--- config.mk ---
export PLATFORM = sky130hd
export DESIGN_NAME = epoch_day_calendar_unit_flat
export DESIGN_NICKNAME = d
export VERILOG_FILES = /design/src/edcu_pkg.sv /design/src/edcu_req_if.sv /design/src/edcu_rsp_if.sv /design/src/edcu_ctrl.sv /design/src/edcu_dp.sv /design/src/epoch_day_calendar_unit.sv /design/src/flat_wrapper.sv
export SDC_FILE = /design/constraint.sdc
export NUM_CORES = 1
export LEC_CHECK = 0
export BUFFER_PORTS_ARGS = -buffer_cell sky130_fd_sc_hd__buf_4
export CELL_PAD_IN_SITES_DETAIL_PLACEMENT = 1
export CELL_PAD_IN_SITES_GLOBAL_PLACEMENT = 1
export CORE_MARGIN = 8
export CORE_UTILIZATION = 43
export DETAILED_ROUTE_END_ITERATION = 10
export PLACE_DENSITY_LB_ADDON = 0.2
export SLEW_MARGIN = 20
export SYNTH_ARGS = -nofsm -noshare
export SYNTH_HDL_FRONTEND = slang
export SYNTH_HIERARCHICAL = 1
export SYNTH_SLANG_ARGS = --single-unit
--- constraint.sdc ---
create_clock -name clock -period 8.15 [get_ports clock]
set_clock_uncertainty 0.05 [all_clocks]
set_input_delay 0.815 -clock clock [delete_from_list [all_inputs] [get_ports clock]]
set_output_delay 0.815 -clock clock [all_outputs]
set_load 0.02 [all_outputs]
--- src/edcu_pkg.sv ---
// ---------------------------------------------------------------------------
// edcu_pkg
// shared types, codes and calendar helpers for the epoch day calendar unit
// ---------------------------------------------------------------------------
package edcu_pkg;

   localparam logic [11:0] EPOCH_YEAR = 12'd1970;
   localparam logic [3:0]  LAST_MONTH = 4'd12;

   typedef enum logic [1:0] {
      KIND_SET_DATE   = 2'd0,
      KIND_ADD_DAYS   = 2'd1,
      KIND_ADD_MONTHS = 2'd2,
      KIND_ADD_YEARS  = 2'd3
   } kind_type;

   typedef enum logic [3:0] {
      ST_IDLE,
      ST_DISPATCH,
      ST_SET_YEAR,
      ST_SET_MONTH,
      ST_PRE_YEAR,
      ST_PRE_MONTH,
      ST_ADD,
      ST_DEC_INIT,
      ST_POST_YEAR,
      ST_POST_MONTH
   } state_type;

   typedef enum logic [3:0] {
      OP_NONE,
      OP_LOAD,
      OP_FAIL,
      OP_PRE_INIT,
      OP_SET_YEAR,
      OP_SET_MONTH,
      OP_COMMIT_SET,
      OP_COMMIT_DAYS,
      OP_DEC_YEAR,
      OP_DEC_MONTH,
      OP_ADD_STEP,
      OP_COMMIT_ADD,
      OP_DEC_INIT,
      OP_OUT_LOAD
   } op_type;

   typedef struct packed {
      op_type op;
   } cmd_type;

   typedef struct packed {
      kind_type kind;
      logic     set_valid;
      logic     amt_neg;
      logic     sety_done;
      logic     setm_done;
      logic     decy_done;
      logic     decm_done;
      logic     add_done;
      logic     out_free;
   } stat_type;

   function automatic logic is_leap(input logic [11:0] year);
      return (year[1:0] == 2'b00);
   endfunction

   function automatic logic [8:0] year_len(input logic leap);
      return leap ? 9'd366 : 9'd365;
   endfunction

   function automatic logic [4:0] month_len(input logic [3:0] month, input logic leap);
      logic [4:0] len;
      case (month)
         4'd1, 4'd3, 4'd5, 4'd7, 4'd8, 4'd10, 4'd12: len = 5'd31;
         4'd4, 4'd6, 4'd9, 4'd11:                    len = 5'd30;
         4'd2:                                       len = leap ? 5'd29 : 5'd28;
         default:                                    len = 5'd0;
      endcase
      return len;
   endfunction

   // day count of 31 dec of the last year, evaluated at elaboration
   function automatic int unsigned max_count(input int unsigned last_year);
      int unsigned total;
      total = 0;
      for (int unsigned y = int'(EPOCH_YEAR); y <= last_year; y++) begin
         total += ((y % 4) == 0) ? 366 : 365;
      end
      return total;
   endfunction

endpackage

--- src/edcu_req_if.sv ---
// ---------------------------------------------------------------------------
// edcu_req_if
// request channel: valid/ready handshake with one operation per transfer
// ---------------------------------------------------------------------------
interface edcu_req_if;
   logic               valid;
   logic               ready;
   logic [1:0]         kind;
   logic [4:0]         set_day;
   logic [3:0]         set_month;
   logic [11:0]        set_year;
   logic signed [16:0] amount;

   modport source (output valid, kind, set_day, set_month, set_year, amount, input ready);
   modport sink   (input valid, kind, set_day, set_month, set_year, amount, output ready);
endinterface

--- src/edcu_rsp_if.sv ---
// ---------------------------------------------------------------------------
// edcu_rsp_if
// response channel: valid/ready handshake with one result per transfer
// ---------------------------------------------------------------------------
interface edcu_rsp_if;
   logic        valid;
   logic        ready;
   logic        error;
   logic [15:0] day_count;
   logic [4:0]  day_of_month;
   logic [3:0]  month_number;
   logic [11:0] year_number;

   modport source (output valid, error, day_count, day_of_month, month_number, year_number,
                   input ready);
   modport sink   (input valid, error, day_count, day_of_month, month_number, year_number,
                   output ready);
endinterface

--- src/edcu_ctrl.sv ---
// ---------------------------------------------------------------------------
// edcu_ctrl
// sequencer that steps the datapath through one operation at a time
// ---------------------------------------------------------------------------
module edcu_ctrl (
   input  logic              clock,
   input  logic              reset,
   input  logic              req_valid,
   output logic              req_ready,
   input  edcu_pkg::stat_type stat,
   output edcu_pkg::cmd_type  cmd
);

   edcu_pkg::state_type state_ff;
   edcu_pkg::state_type state_in;

   always_ff @(posedge clock) begin
      if (reset) begin
         state_ff <= edcu_pkg::ST_IDLE;
      end else begin
         state_ff <= state_in;
      end
   end

   always_comb begin
      state_in  = state_ff;
      cmd.op    = edcu_pkg::OP_NONE;
      req_ready = 1'b0;
      case (state_ff)
         edcu_pkg::ST_IDLE: begin
            req_ready = 1'b1;
            if (req_valid) begin
               cmd.op   = edcu_pkg::OP_LOAD;
               state_in = edcu_pkg::ST_DISPATCH;
            end
         end
         edcu_pkg::ST_DISPATCH: begin
            case (stat.kind)
               edcu_pkg::KIND_SET_DATE: begin
                  if (stat.set_valid) begin
                     state_in = edcu_pkg::ST_SET_YEAR;
                  end else begin
                     cmd.op   = edcu_pkg::OP_FAIL;
                     state_in = edcu_pkg::ST_DEC_INIT;
                  end
               end
               edcu_pkg::KIND_ADD_DAYS: begin
                  cmd.op   = edcu_pkg::OP_COMMIT_DAYS;
                  state_in = edcu_pkg::ST_DEC_INIT;
               end
               default: begin
                  if (stat.amt_neg) begin
                     cmd.op   = edcu_pkg::OP_FAIL;
                     state_in = edcu_pkg::ST_DEC_INIT;
                  end else begin
                     cmd.op   = edcu_pkg::OP_PRE_INIT;
                     state_in = edcu_pkg::ST_PRE_YEAR;
                  end
               end
            endcase
         end
         edcu_pkg::ST_SET_YEAR: begin
            if (stat.sety_done) begin
               state_in = edcu_pkg::ST_SET_MONTH;
            end else begin
               cmd.op = edcu_pkg::OP_SET_YEAR;
            end
         end
         edcu_pkg::ST_SET_MONTH: begin
            if (stat.setm_done) begin
               cmd.op   = edcu_pkg::OP_COMMIT_SET;
               state_in = edcu_pkg::ST_DEC_INIT;
            end else begin
               cmd.op = edcu_pkg::OP_SET_MONTH;
            end
         end
         edcu_pkg::ST_PRE_YEAR: begin
            if (stat.decy_done) begin
               state_in = edcu_pkg::ST_PRE_MONTH;
            end else begin
               cmd.op = edcu_pkg::OP_DEC_YEAR;
            end
         end
         edcu_pkg::ST_PRE_MONTH: begin
            if (stat.decm_done) begin
               state_in = edcu_pkg::ST_ADD;
            end else begin
               cmd.op = edcu_pkg::OP_DEC_MONTH;
            end
         end
         edcu_pkg::ST_ADD: begin
            if (stat.add_done) begin
               cmd.op   = edcu_pkg::OP_COMMIT_ADD;
               state_in = edcu_pkg::ST_DEC_INIT;
            end else begin
               cmd.op = edcu_pkg::OP_ADD_STEP;
            end
         end
         edcu_pkg::ST_DEC_INIT: begin
            cmd.op   = edcu_pkg::OP_DEC_INIT;
            state_in = edcu_pkg::ST_POST_YEAR;
         end
         edcu_pkg::ST_POST_YEAR: begin
            if (stat.decy_done) begin
               state_in = edcu_pkg::ST_POST_MONTH;
            end else begin
               cmd.op = edcu_pkg::OP_DEC_YEAR;
            end
         end
         edcu_pkg::ST_POST_MONTH: begin
            if (!stat.decm_done) begin
               cmd.op = edcu_pkg::OP_DEC_MONTH;
            end else if (stat.out_free) begin
               cmd.op   = edcu_pkg::OP_OUT_LOAD;
               state_in = edcu_pkg::ST_IDLE;
            end
         end
         default: begin
            state_in = edcu_pkg::ST_IDLE;
         end
      endcase
   end

endmodule

--- src/edcu_dp.sv ---
// ---------------------------------------------------------------------------
// edcu_dp
// datapath: day count register, iteration registers and result register
// ---------------------------------------------------------------------------
module edcu_dp #(
   parameter int unsigned LAST_YEAR = 2099
) (
   input  logic               clock,
   input  logic               reset,
   input  edcu_pkg::cmd_type  cmd,
   output edcu_pkg::stat_type stat,
   input  logic [1:0]         req_kind,
   input  logic [4:0]         req_set_day,
   input  logic [3:0]         req_set_month,
   input  logic [11:0]        req_set_year,
   input  logic signed [16:0] req_amount,
   output logic               rsp_valid,
   input  logic               rsp_ready,
   output logic               rsp_error,
   output logic [15:0]        rsp_day_count,
   output logic [4:0]         rsp_day_of_month,
   output logic [3:0]         rsp_month_number,
   output logic [11:0]        rsp_year_number
);

   localparam logic [16:0] MAX_COUNT = 17'(edcu_pkg::max_count(LAST_YEAR));
   localparam logic [11:0] LAST_YR   = 12'(LAST_YEAR);

   // latched request
   edcu_pkg::kind_type kind_ff, kind_in;
   logic [4:0]         sd_ff, sd_in;
   logic [3:0]         sm_ff, sm_in;
   logic [11:0]        sy_ff, sy_in;
   logic signed [16:0] amt_ff, amt_in;

   // working state
   logic        err_ff, err_in;
   logic [15:0] epoch_ff, epoch_in;
   logic [16:0] acc_ff, acc_in;
   logic [11:0] yr_ff, yr_in;
   logic [3:0]  mon_ff, mon_in;
   logic [15:0] rem_ff, rem_in;
   logic [15:0] cnt_ff, cnt_in;

   // result register
   logic        rv_ff, rv_in;
   logic        rerr_ff, rerr_in;
   logic [15:0] rcount_ff, rcount_in;
   logic [4:0]  rday_ff, rday_in;
   logic [3:0]  rmon_ff, rmon_in;
   logic [11:0] ryear_ff, ryear_in;

   logic               cur_leap;
   logic [8:0]         cur_ylen;
   logic [4:0]         cur_mlen;
   logic [11:0]        yr_inc;
   logic [8:0]         inc_ylen;
   logic [4:0]         set_mlen;
   logic [16:0]        set_sum;
   logic signed [17:0] day_sum;

   assign cur_leap = edcu_pkg::is_leap(yr_ff);
   assign cur_ylen = edcu_pkg::year_len(cur_leap);
   assign cur_mlen = edcu_pkg::month_len(mon_ff, cur_leap);
   assign yr_inc   = yr_ff + 12'd1;
   assign inc_ylen = edcu_pkg::year_len(edcu_pkg::is_leap(yr_inc));
   assign set_mlen = edcu_pkg::month_len(sm_ff, edcu_pkg::is_leap(sy_ff));
   assign set_sum  = acc_ff + {12'd0, sd_ff};
   assign day_sum  = $signed({2'b00, epoch_ff}) + 18'(amt_ff);

   always_comb begin
      stat.kind      = kind_ff;
      stat.set_valid = (sy_ff >= edcu_pkg::EPOCH_YEAR) && (sy_ff <= LAST_YR) &&
                       (sd_ff != 5'd0) && (sd_ff <= set_mlen);
      stat.amt_neg   = amt_ff[16];
      stat.sety_done = (yr_ff == sy_ff);
      stat.setm_done = (mon_ff == sm_ff);
      stat.decy_done = (rem_ff <= {7'd0, cur_ylen});
      stat.decm_done = (mon_ff == edcu_pkg::LAST_MONTH) || (rem_ff <= {11'd0, cur_mlen});
      stat.add_done  = (cnt_ff == 16'd0) || (acc_ff > MAX_COUNT);
      stat.out_free  = !rv_ff || rsp_ready;
   end

   always_comb begin
      kind_in   = kind_ff;
      sd_in     = sd_ff;
      sm_in     = sm_ff;
      sy_in     = sy_ff;
      amt_in    = amt_ff;
      err_in    = err_ff;
      epoch_in  = epoch_ff;
      acc_in    = acc_ff;
      yr_in     = yr_ff;
      mon_in    = mon_ff;
      rem_in    = rem_ff;
      cnt_in    = cnt_ff;
      rv_in     = rv_ff && !rsp_ready;
      rerr_in   = rerr_ff;
      rcount_in = rcount_ff;
      rday_in   = rday_ff;
      rmon_in   = rmon_ff;
      ryear_in  = ryear_ff;
      case (cmd.op)
         edcu_pkg::OP_LOAD: begin
            kind_in = edcu_pkg::kind_type'(req_kind);
            sd_in   = req_set_day;
            sm_in   = req_set_month;
            sy_in   = req_set_year;
            amt_in  = req_amount;
            err_in  = 1'b0;
            acc_in  = 17'd0;
            yr_in   = edcu_pkg::EPOCH_YEAR;
            mon_in  = 4'd1;
         end
         edcu_pkg::OP_FAIL: begin
            err_in = 1'b1;
         end
         edcu_pkg::OP_PRE_INIT: begin
            rem_in = epoch_ff;
            yr_in  = edcu_pkg::EPOCH_YEAR;
            mon_in = 4'd1;
            acc_in = {1'b0, epoch_ff};
            cnt_in = amt_ff[15:0];
         end
         edcu_pkg::OP_SET_YEAR: begin
            acc_in = acc_ff + {8'd0, cur_ylen};
            yr_in  = yr_inc;
         end
         edcu_pkg::OP_SET_MONTH: begin
            acc_in = acc_ff + {12'd0, edcu_pkg::month_len(mon_ff, edcu_pkg::is_leap(sy_ff))};
            mon_in = mon_ff + 4'd1;
         end
         edcu_pkg::OP_COMMIT_SET: begin
            if (set_sum > MAX_COUNT) begin
               err_in = 1'b1;
            end else begin
               epoch_in = set_sum[15:0];
            end
         end
         edcu_pkg::OP_COMMIT_DAYS: begin
            if (day_sum < 18'sd1 || day_sum > $signed({1'b0, MAX_COUNT})) begin
               err_in = 1'b1;
            end else begin
               epoch_in = day_sum[15:0];
            end
         end
         edcu_pkg::OP_DEC_YEAR: begin
            rem_in = rem_ff - {7'd0, cur_ylen};
            yr_in  = yr_inc;
         end
         edcu_pkg::OP_DEC_MONTH: begin
            rem_in = rem_ff - {11'd0, cur_mlen};
            mon_in = mon_ff + 4'd1;
         end
         edcu_pkg::OP_ADD_STEP: begin
            cnt_in = cnt_ff - 16'd1;
            if (kind_ff == edcu_pkg::KIND_ADD_MONTHS) begin
               acc_in = acc_ff + {12'd0, cur_mlen};
               if (mon_ff == edcu_pkg::LAST_MONTH) begin
                  mon_in = 4'd1;
                  yr_in  = yr_inc;
               end else begin
                  mon_in = mon_ff + 4'd1;
               end
            end else begin
               // the year moved into decides the length added
               yr_in  = yr_inc;
               acc_in = acc_ff + {8'd0, inc_ylen};
            end
         end
         edcu_pkg::OP_COMMIT_ADD: begin
            if (acc_ff > MAX_COUNT) begin
               err_in = 1'b1;
            end else begin
               epoch_in = acc_ff[15:0];
            end
         end
         edcu_pkg::OP_DEC_INIT: begin
            rem_in = epoch_ff;
            yr_in  = edcu_pkg::EPOCH_YEAR;
            mon_in = 4'd1;
         end
         edcu_pkg::OP_OUT_LOAD: begin
            rv_in     = 1'b1;
            rerr_in   = err_ff;
            rcount_in = epoch_ff;
            rday_in   = rem_ff[4:0];
            rmon_in   = mon_ff;
            ryear_in  = yr_ff;
         end
         default: begin
         end
      endcase
   end

   always_ff @(posedge clock) begin
      if (reset) begin
         epoch_ff <= 16'd1;
         rv_ff    <= 1'b0;
      end else begin
         epoch_ff <= epoch_in;
         rv_ff    <= rv_in;
      end
   end

   always_ff @(posedge clock) begin
      kind_ff   <= kind_in;
      sd_ff     <= sd_in;
      sm_ff     <= sm_in;
      sy_ff     <= sy_in;
      amt_ff    <= amt_in;
      err_ff    <= err_in;
      acc_ff    <= acc_in;
      yr_ff     <= yr_in;
      mon_ff    <= mon_in;
      rem_ff    <= rem_in;
      cnt_ff    <= cnt_in;
      rerr_ff   <= rerr_in;
      rcount_ff <= rcount_in;
      rday_ff   <= rday_in;
      rmon_ff   <= rmon_in;
      ryear_ff  <= ryear_in;
   end

   assign rsp_valid        = rv_ff;
   assign rsp_error        = rerr_ff;
   assign rsp_day_count    = rcount_ff;
   assign rsp_day_of_month = rday_ff;
   assign rsp_month_number = rmon_ff;
   assign rsp_year_number  = ryear_ff;

   // stored count never leaves the calendar range
   a_epoch_range: assert property (@(posedge clock) disable iff (reset)
      (epoch_ff >= 16'd1) && ({1'b0, epoch_ff} <= MAX_COUNT))
      else $error("day count out of range");

   // a result is never written over one still waiting
   a_out_free: assert property (@(posedge clock) disable iff (reset)
      (cmd.op == edcu_pkg::OP_OUT_LOAD) |-> (!rv_ff || rsp_ready))
      else $error("result register overwritten");

   // an overflowing month or year add keeps the count
   a_add_keep: assert property (@(posedge clock) disable iff (reset)
      (cmd.op == edcu_pkg::OP_COMMIT_ADD && acc_ff > MAX_COUNT) |=> $stable(epoch_ff))
      else $error("count changed on refused add");

   // a refused operation reports an error in its result
   a_fail_err: assert property (@(posedge clock) disable iff (reset)
      (cmd.op == edcu_pkg::OP_FAIL) |=> err_ff)
      else $error("refused operation lost its error flag");

endmodule

--- src/epoch_day_calendar_unit.sv ---
// ---------------------------------------------------------------------------
// epoch_day_calendar_unit
// calendar date kept as a day count since 1 jan 1970 (day 1)
// ---------------------------------------------------------------------------
// Holds one date as a day count, day 1 being 1 Jan 1970, and on each request
// sets it from day/month/year, adds signed days, adds months or adds years,
// then returns the count with its day, month and year. One request is worked
// at a time by a sequencer that steps the datapath once per cycle, one year
// or one month per step. Every request ends by stepping off the years and
// then the months of the new count to decompose it. Before that, a set
// date steps one year for each year after 1970 and one month for each
// month before the set month, and an add of months or years decomposes
// the current count, then steps one added month or year at a time
// (stopping as soon as the range is passed, at most 1560 months or 130
// years). After each result the sequencer returns to idle, where it takes
// the next request. A new request is taken while the previous result
// still waits in the output register; that request then stalls at its
// end until the waiting result has been taken.
// ---------------------------------------------------------------------------
module epoch_day_calendar_unit #(
   parameter int unsigned LAST_YEAR = 2099  // last calendar year, 1971 to 2099
) (
   input logic          clock,
   input logic          reset,
   edcu_req_if.sink     req_ch,
   edcu_rsp_if.source   rsp_ch
);

   // command and status between sequencer and datapath
   edcu_pkg::cmd_type  cmd;
   edcu_pkg::stat_type stat;

   // sequencer: one state per loop of the operation
   edcu_ctrl u_ctrl (
      .clock     (clock),
      .reset     (reset),
      .req_valid (req_ch.valid),
      .req_ready (req_ch.ready),
      .stat      (stat),
      .cmd       (cmd)
   );

   // datapath: count register, loop counters and result register
   edcu_dp #(
      .LAST_YEAR (LAST_YEAR)
   ) u_dp (
      .clock            (clock),
      .reset            (reset),
      .cmd              (cmd),
      .stat             (stat),
      .req_kind         (req_ch.kind),
      .req_set_day      (req_ch.set_day),
      .req_set_month    (req_ch.set_month),
      .req_set_year     (req_ch.set_year),
      .req_amount       (req_ch.amount),
      .rsp_valid        (rsp_ch.valid),
      .rsp_ready        (rsp_ch.ready),
      .rsp_error        (rsp_ch.error),
      .rsp_day_count    (rsp_ch.day_count),
      .rsp_day_of_month (rsp_ch.day_of_month),
      .rsp_month_number (rsp_ch.month_number),
      .rsp_year_number  (rsp_ch.year_number)
   );

endmodule

--- src/flat_wrapper.sv ---
// flat-port wrapper written by rule: the top's interface ports become plain ports
module epoch_day_calendar_unit_flat 
#(
   parameter int unsigned LAST_YEAR = 2099                                     
)
  (clock, reset, req_ch_valid, req_ch_kind, req_ch_set_day, req_ch_set_month, req_ch_set_year, req_ch_amount, req_ch_ready, rsp_ch_valid, rsp_ch_error, rsp_ch_day_count, rsp_ch_day_of_month, rsp_ch_month_number, rsp_ch_year_number, rsp_ch_ready);
  edcu_req_if req_ch_i ();
  edcu_rsp_if rsp_ch_i ();
  input logic clock;
  input logic reset;
  input wire logic [$bits(req_ch_i.valid)-1:0] req_ch_valid;
  input wire logic [$bits(req_ch_i.kind)-1:0] req_ch_kind;
  input wire logic [$bits(req_ch_i.set_day)-1:0] req_ch_set_day;
  input wire logic [$bits(req_ch_i.set_month)-1:0] req_ch_set_month;
  input wire logic [$bits(req_ch_i.set_year)-1:0] req_ch_set_year;
  input wire logic [$bits(req_ch_i.amount)-1:0] req_ch_amount;
  output wire logic [$bits(req_ch_i.ready)-1:0] req_ch_ready;
  output wire logic [$bits(rsp_ch_i.valid)-1:0] rsp_ch_valid;
  output wire logic [$bits(rsp_ch_i.error)-1:0] rsp_ch_error;
  output wire logic [$bits(rsp_ch_i.day_count)-1:0] rsp_ch_day_count;
  output wire logic [$bits(rsp_ch_i.day_of_month)-1:0] rsp_ch_day_of_month;
  output wire logic [$bits(rsp_ch_i.month_number)-1:0] rsp_ch_month_number;
  output wire logic [$bits(rsp_ch_i.year_number)-1:0] rsp_ch_year_number;
  input wire logic [$bits(rsp_ch_i.ready)-1:0] rsp_ch_ready;
  assign req_ch_i.valid = req_ch_valid;
  assign req_ch_i.kind = req_ch_kind;
  assign req_ch_i.set_day = req_ch_set_day;
  assign req_ch_i.set_month = req_ch_set_month;
  assign req_ch_i.set_year = req_ch_set_year;
  assign req_ch_i.amount = req_ch_amount;
  assign req_ch_ready = req_ch_i.ready;
  assign rsp_ch_valid = rsp_ch_i.valid;
  assign rsp_ch_error = rsp_ch_i.error;
  assign rsp_ch_day_count = rsp_ch_i.day_count;
  assign rsp_ch_day_of_month = rsp_ch_i.day_of_month;
  assign rsp_ch_month_number = rsp_ch_i.month_number;
  assign rsp_ch_year_number = rsp_ch_i.year_number;
  assign rsp_ch_i.ready = rsp_ch_ready;
  epoch_day_calendar_unit #(.LAST_YEAR(LAST_YEAR)) u_core (.clock(clock), .reset(reset), .req_ch(req_ch_i), .rsp_ch(rsp_ch_i));
endmodule
==> results.sh <==
export IMPL_seq_area_frac_synth_pct=43.3
export IMPL_track_usage_pct=21.8
export IMPL_yosysWarningCount=6
export IMPL_drive_gt1_share_pct=13.7
export IMPL_max_stage_delay_ns=0.49
export IMPL_yosys_most_used_dff="edfxtp_1"
export IMPL_cts_tree="done"
export IMPL_cts_sinks=165
export IMPL_postCtsSetupRepairBufs=0
export IMPL_fillerInstances=2882
export IMPL_ys_top_cells_by_count="edfxtp_1 (144), nand2_1 (118), nor2_1 (95)"
export IMPL_drtIter0Drc=572
export IMPL_die_h_microns=176
export IMPL_place_inst=1518
export IMPL_path_max_fanout=15
export IMPL_dr_wl_met2_microns=16100
export IMPL_synth_fp_nets=1247
export IMPL_antenna_left=0
export IMPL_post_route_drc_count=0
export IMPL_synth_avg_cell_area_sq_um=9.52
export IMPL_crit_top_cell="o21ai_0"
export IMPL_synth_most_common_cell="edfxtp_1"
export IMPL_clk_pin_slew_worst_paths_ns=0.08
export IMPL_grt_overflow_total=0
export IMPL_cts_max_level=4
export IMPL_design_core_area_sq_um=25100
export IMPL_netlist_area_sq_um=11000
export IMPL_rr_endpoint="u_core/u_dp/acc_ff[16]"
export IMPL_worstSkewPairLatency_ns=0.44
export IMPL_fmax_mhz=134
export IMPL_cts_inserted_buffers=17
export IMPL_fin_nets=1304
export IMPL_worstMarginPinSlew_ns=1.05
export IMPL_hold_depth=0
export IMPL_die_w_microns=176
export IMPL_syn_inst=1150
export IMPL_hold_viol=0
export IMPL_end_kind="flip-flop"
export IMPL_synthArstFlopShare_pct=0
export IMPL_hold_path_startpoint="u_core/u_dp/err_ff"
export IMPL_ctsResizeCount=0
export IMPL_initial_utilization_pct=43.6
export IMPL_finalCriticalPeriod_ns=7.49
export IMPL_finalWeightedCongestion=0.866
export IMPL_numPortBuffers=83
export IMPL_postLayoutCoreUtil_pct=49.6
export IMPL_drt_pass1_iterations=5
export IMPL_grt_pass1_vias=9480
export IMPL_vias=9241
export IMPL_synth_seq_cells=165
export IMPL_wl_met1_microns=15100
export IMPL_synth_top_cell_by_area="edfxtp_1"
export IMPL_drt_wl_total_microns=33500
export IMPL_hold_path_class="reg2reg"
export IMPL_die_area_sq_um=30800
export IMPL_top_layer_used="met4"
export IMPL_synthTopCellsByArea="edfxtp_1 (39%), ha_1 (5.5%), nand2_1 (4.0%), o21ai_0 (3.9%), dfxtp_1 (3.8%)"
export IMPL_wl_met3_microns=1330
export IMPL_rrSetupSlack_ns=0.66
export IMPL_dp_hpwl_microns=25100
export IMPL_synth_edf_count=144
export IMPL_slew_violations=0
export IMPL_outcome="complete, no violations"
export IMPL_critPathSlowestCell="edfxtp_1"
export IMPL_fin_cells=1551
export IMPL_hold_path_end="u_core/u_dp/rsp_error"
export IMPL_grt_pass1_wl_microns=53600
export IMPL_hold_buffers=0
export IMPL_rsz0062_at_grt="false"
export IMPL_antenna_found_initial=0
export IMPL_crit_type="reg2reg"
export IMPL_row_count=58
export IMPL_required_ns=8.29
export IMPL_rr_worst_depth=36
export IMPL_arrival_ns=7.62
export IMPL_slew_headroom_pct=30.0
export IMPL_fin_crit_sh_pct=91.9
export IMPL_finalSetupTns_ns=0
export IMPL_ioPinCount=84
export IMPL_setup_viol=0
export IMPL_wl_per_cell_microns=21.6
export IMPL_viasPerCell=5.96
export IMPL_yosysUniqueCellTypes=88
export IMPL_crit_path_start_kind="flip-flop"
export IMPL_synth_top_area_share_pct=39.5
export IMPL_reg2reg_from="u_core/u_dp/mon_ff[0]"
export IMPL_area_delta_synth_final_pct=13.8
export IMPL_clockRootBuffer="clkbuf_16"
export IMPL_cap_violations=0
export IMPL_grt_max_degree=42
export IMPL_clk_path_buf_depth=2
area by class of cell:
cell class	count	area [sq um]	share of cell area [%]
flip-flops and latches	165	4740	38.1
well taps	330	413	3.31
clock buffers	17	425	3.41
inverters	42	158	1.27
multi-input cells	886	5800	46.6
repair buffers	95	713	5.72
clock inverters	15	203	1.63
diodes	1	2.50	0.0201
placed cells by master (no fill, tap or decap), types with 5 or more instances in the layout:
| master | n |
|---|---|
| o21bai_1 | 7 |
| clkbuf_16 | 17 |
| inv_8 | 5 |
| and3_1 | 14 |
| nor4_1 | 14 |
| a211oi_1 | 12 |
| o21ai_1 | 14 |
| nor2b_1 | 13 |
| nor2_1 | 94 |
| or4_1 | 10 |
| edfxtp_1 | 144 |
| nor3b_1 | 9 |
| o21ai_2 | 13 |
| o31ai_1 | 10 |
| o221ai_1 | 5 |
| a31oi_1 | 12 |
| xor2_1 | 33 |
| nand4_1 | 16 |
| o21a_1 | 9 |
| a22oi_1 | 11 |
| buf_4 | 95 |
| xnor2_1 | 45 |
| o21ai_0 | 84 |
| a221o_1 | 5 |
| o211ai_1 | 5 |
| or3_1 | 9 |
| a21o_1 | 14 |
| fa_1 | 5 |
| nand2b_1 | 24 |
| a21oi_1 | 75 |
| ha_1 | 48 |
| nor3_1 | 36 |
| o22ai_1 | 8 |
| nand2_1 | 118 |
| or2_2 | 5 |
| nand3_1 | 21 |
| inv_1 | 41 |
| dfxtp_1 | 21 |
worst max-delay path, delay by kind of cell (launching register included):
kind	cells	cell delay, ns
adders and majority gates	4	1.21
xor gates and xnor gates	1	0.15
AOI/OAI and AO/OA	16	2.89
DFF	1	0.49
and+or+nand+nor	11	1.84
buffers and inverters	4	0.60
worst max-delay path by stage:
stage | start | to | slack, ns | cells after the start
after global routing | u_core/u_dp/mon_ff[0] | u_core/u_dp/acc_ff[12] | 0.04 | 35
after CTS | u_core/u_dp/mon_ff[0] | u_core/u_dp/acc_ff[16] | 0.24 | 35
final | u_core/u_dp/mon_ff[0] | u_core/u_dp/acc_ff[16] | 0.66 | 36
after detailed placement | u_core/u_dp/mon_ff[0] | u_core/u_dp/acc_ff[16] | 0.42 | 35
after floorplan | u_core/u_dp/mon_ff[0] | u_core/u_dp/err_ff | 0.49 | 23
after global placement | u_core/u_dp/mon_ff[0] | u_core/u_dp/acc_ff[16] | 0.78 | 35
through the flow:
step           cell area [sq um]  worst slack, ns  hold slack (ns)
5_1_grt                    12500           0.0413            0.426
3_5_place_dp               11800            0.415            0.406
6_report                   12500            0.661            0.422
4_1_cts                    12400            0.240            0.428
3_3_place_gp               11800            0.775            0.357
2_1_floorplan              11000            0.487            0.350
sequential cells by signal, indices dropped and copies added (netlist names):
name / cells
u_core/u_ctrl/state_ff: 4
u_core/u_dp/epoch_ff: 16
u_core/u_dp/sy_ff: 12
u_core/u_dp/rsp_year_number: 12
u_core/u_dp/cnt_ff: 16
u_core/u_dp/rsp_day_count: 16
u_core/u_dp/err_ff: 1
u_core/u_dp/kind_ff: 2
u_core/u_dp/amt_ff: 17
u_core/u_dp/mon_ff: 4
u_core/u_dp/rem_ff: 16
u_core/u_dp/acc_ff: 17
u_core/u_dp/rsp_valid: 1
u_core/u_dp/yr_ff: 12
u_core/u_dp/sm_ff: 4
u_core/u_dp/sd_ff: 5
u_core/u_dp/rsp_error: 1
u_core/u_dp/rsp_day_of_month: 5
u_core/u_dp/rsp_month_number: 4
cell families (layout without fill, tap and decap cells):
logic type	count (synthesis)	count (layout)	share of synthesized area, %
flops	165	165	43.3
buf+inv	99	169	3.91
mux	5	5	0.503
simple gates	413	413	19.0
compound gates	337	337	20.6
xor+xnor	78	78	6.24
other cells	0	1	0
fa+ha+maj	53	53	6.40
metal layers:
| layer | global-route usage (%) | up-vias |
|---|---|---|
| li1 | - | 4429 |
| met1 | 28.3 | 4569 |
| met2 | 36.3 | 204 |
| met3 | 3.46 | 39 |
| met4 | 7.56 | 0 |
| met5 | 0 | - |
Power is left out: the tool's default activity adds up to more than one toggle a clock period on the data nets, which glitch-free logic cannot reach.
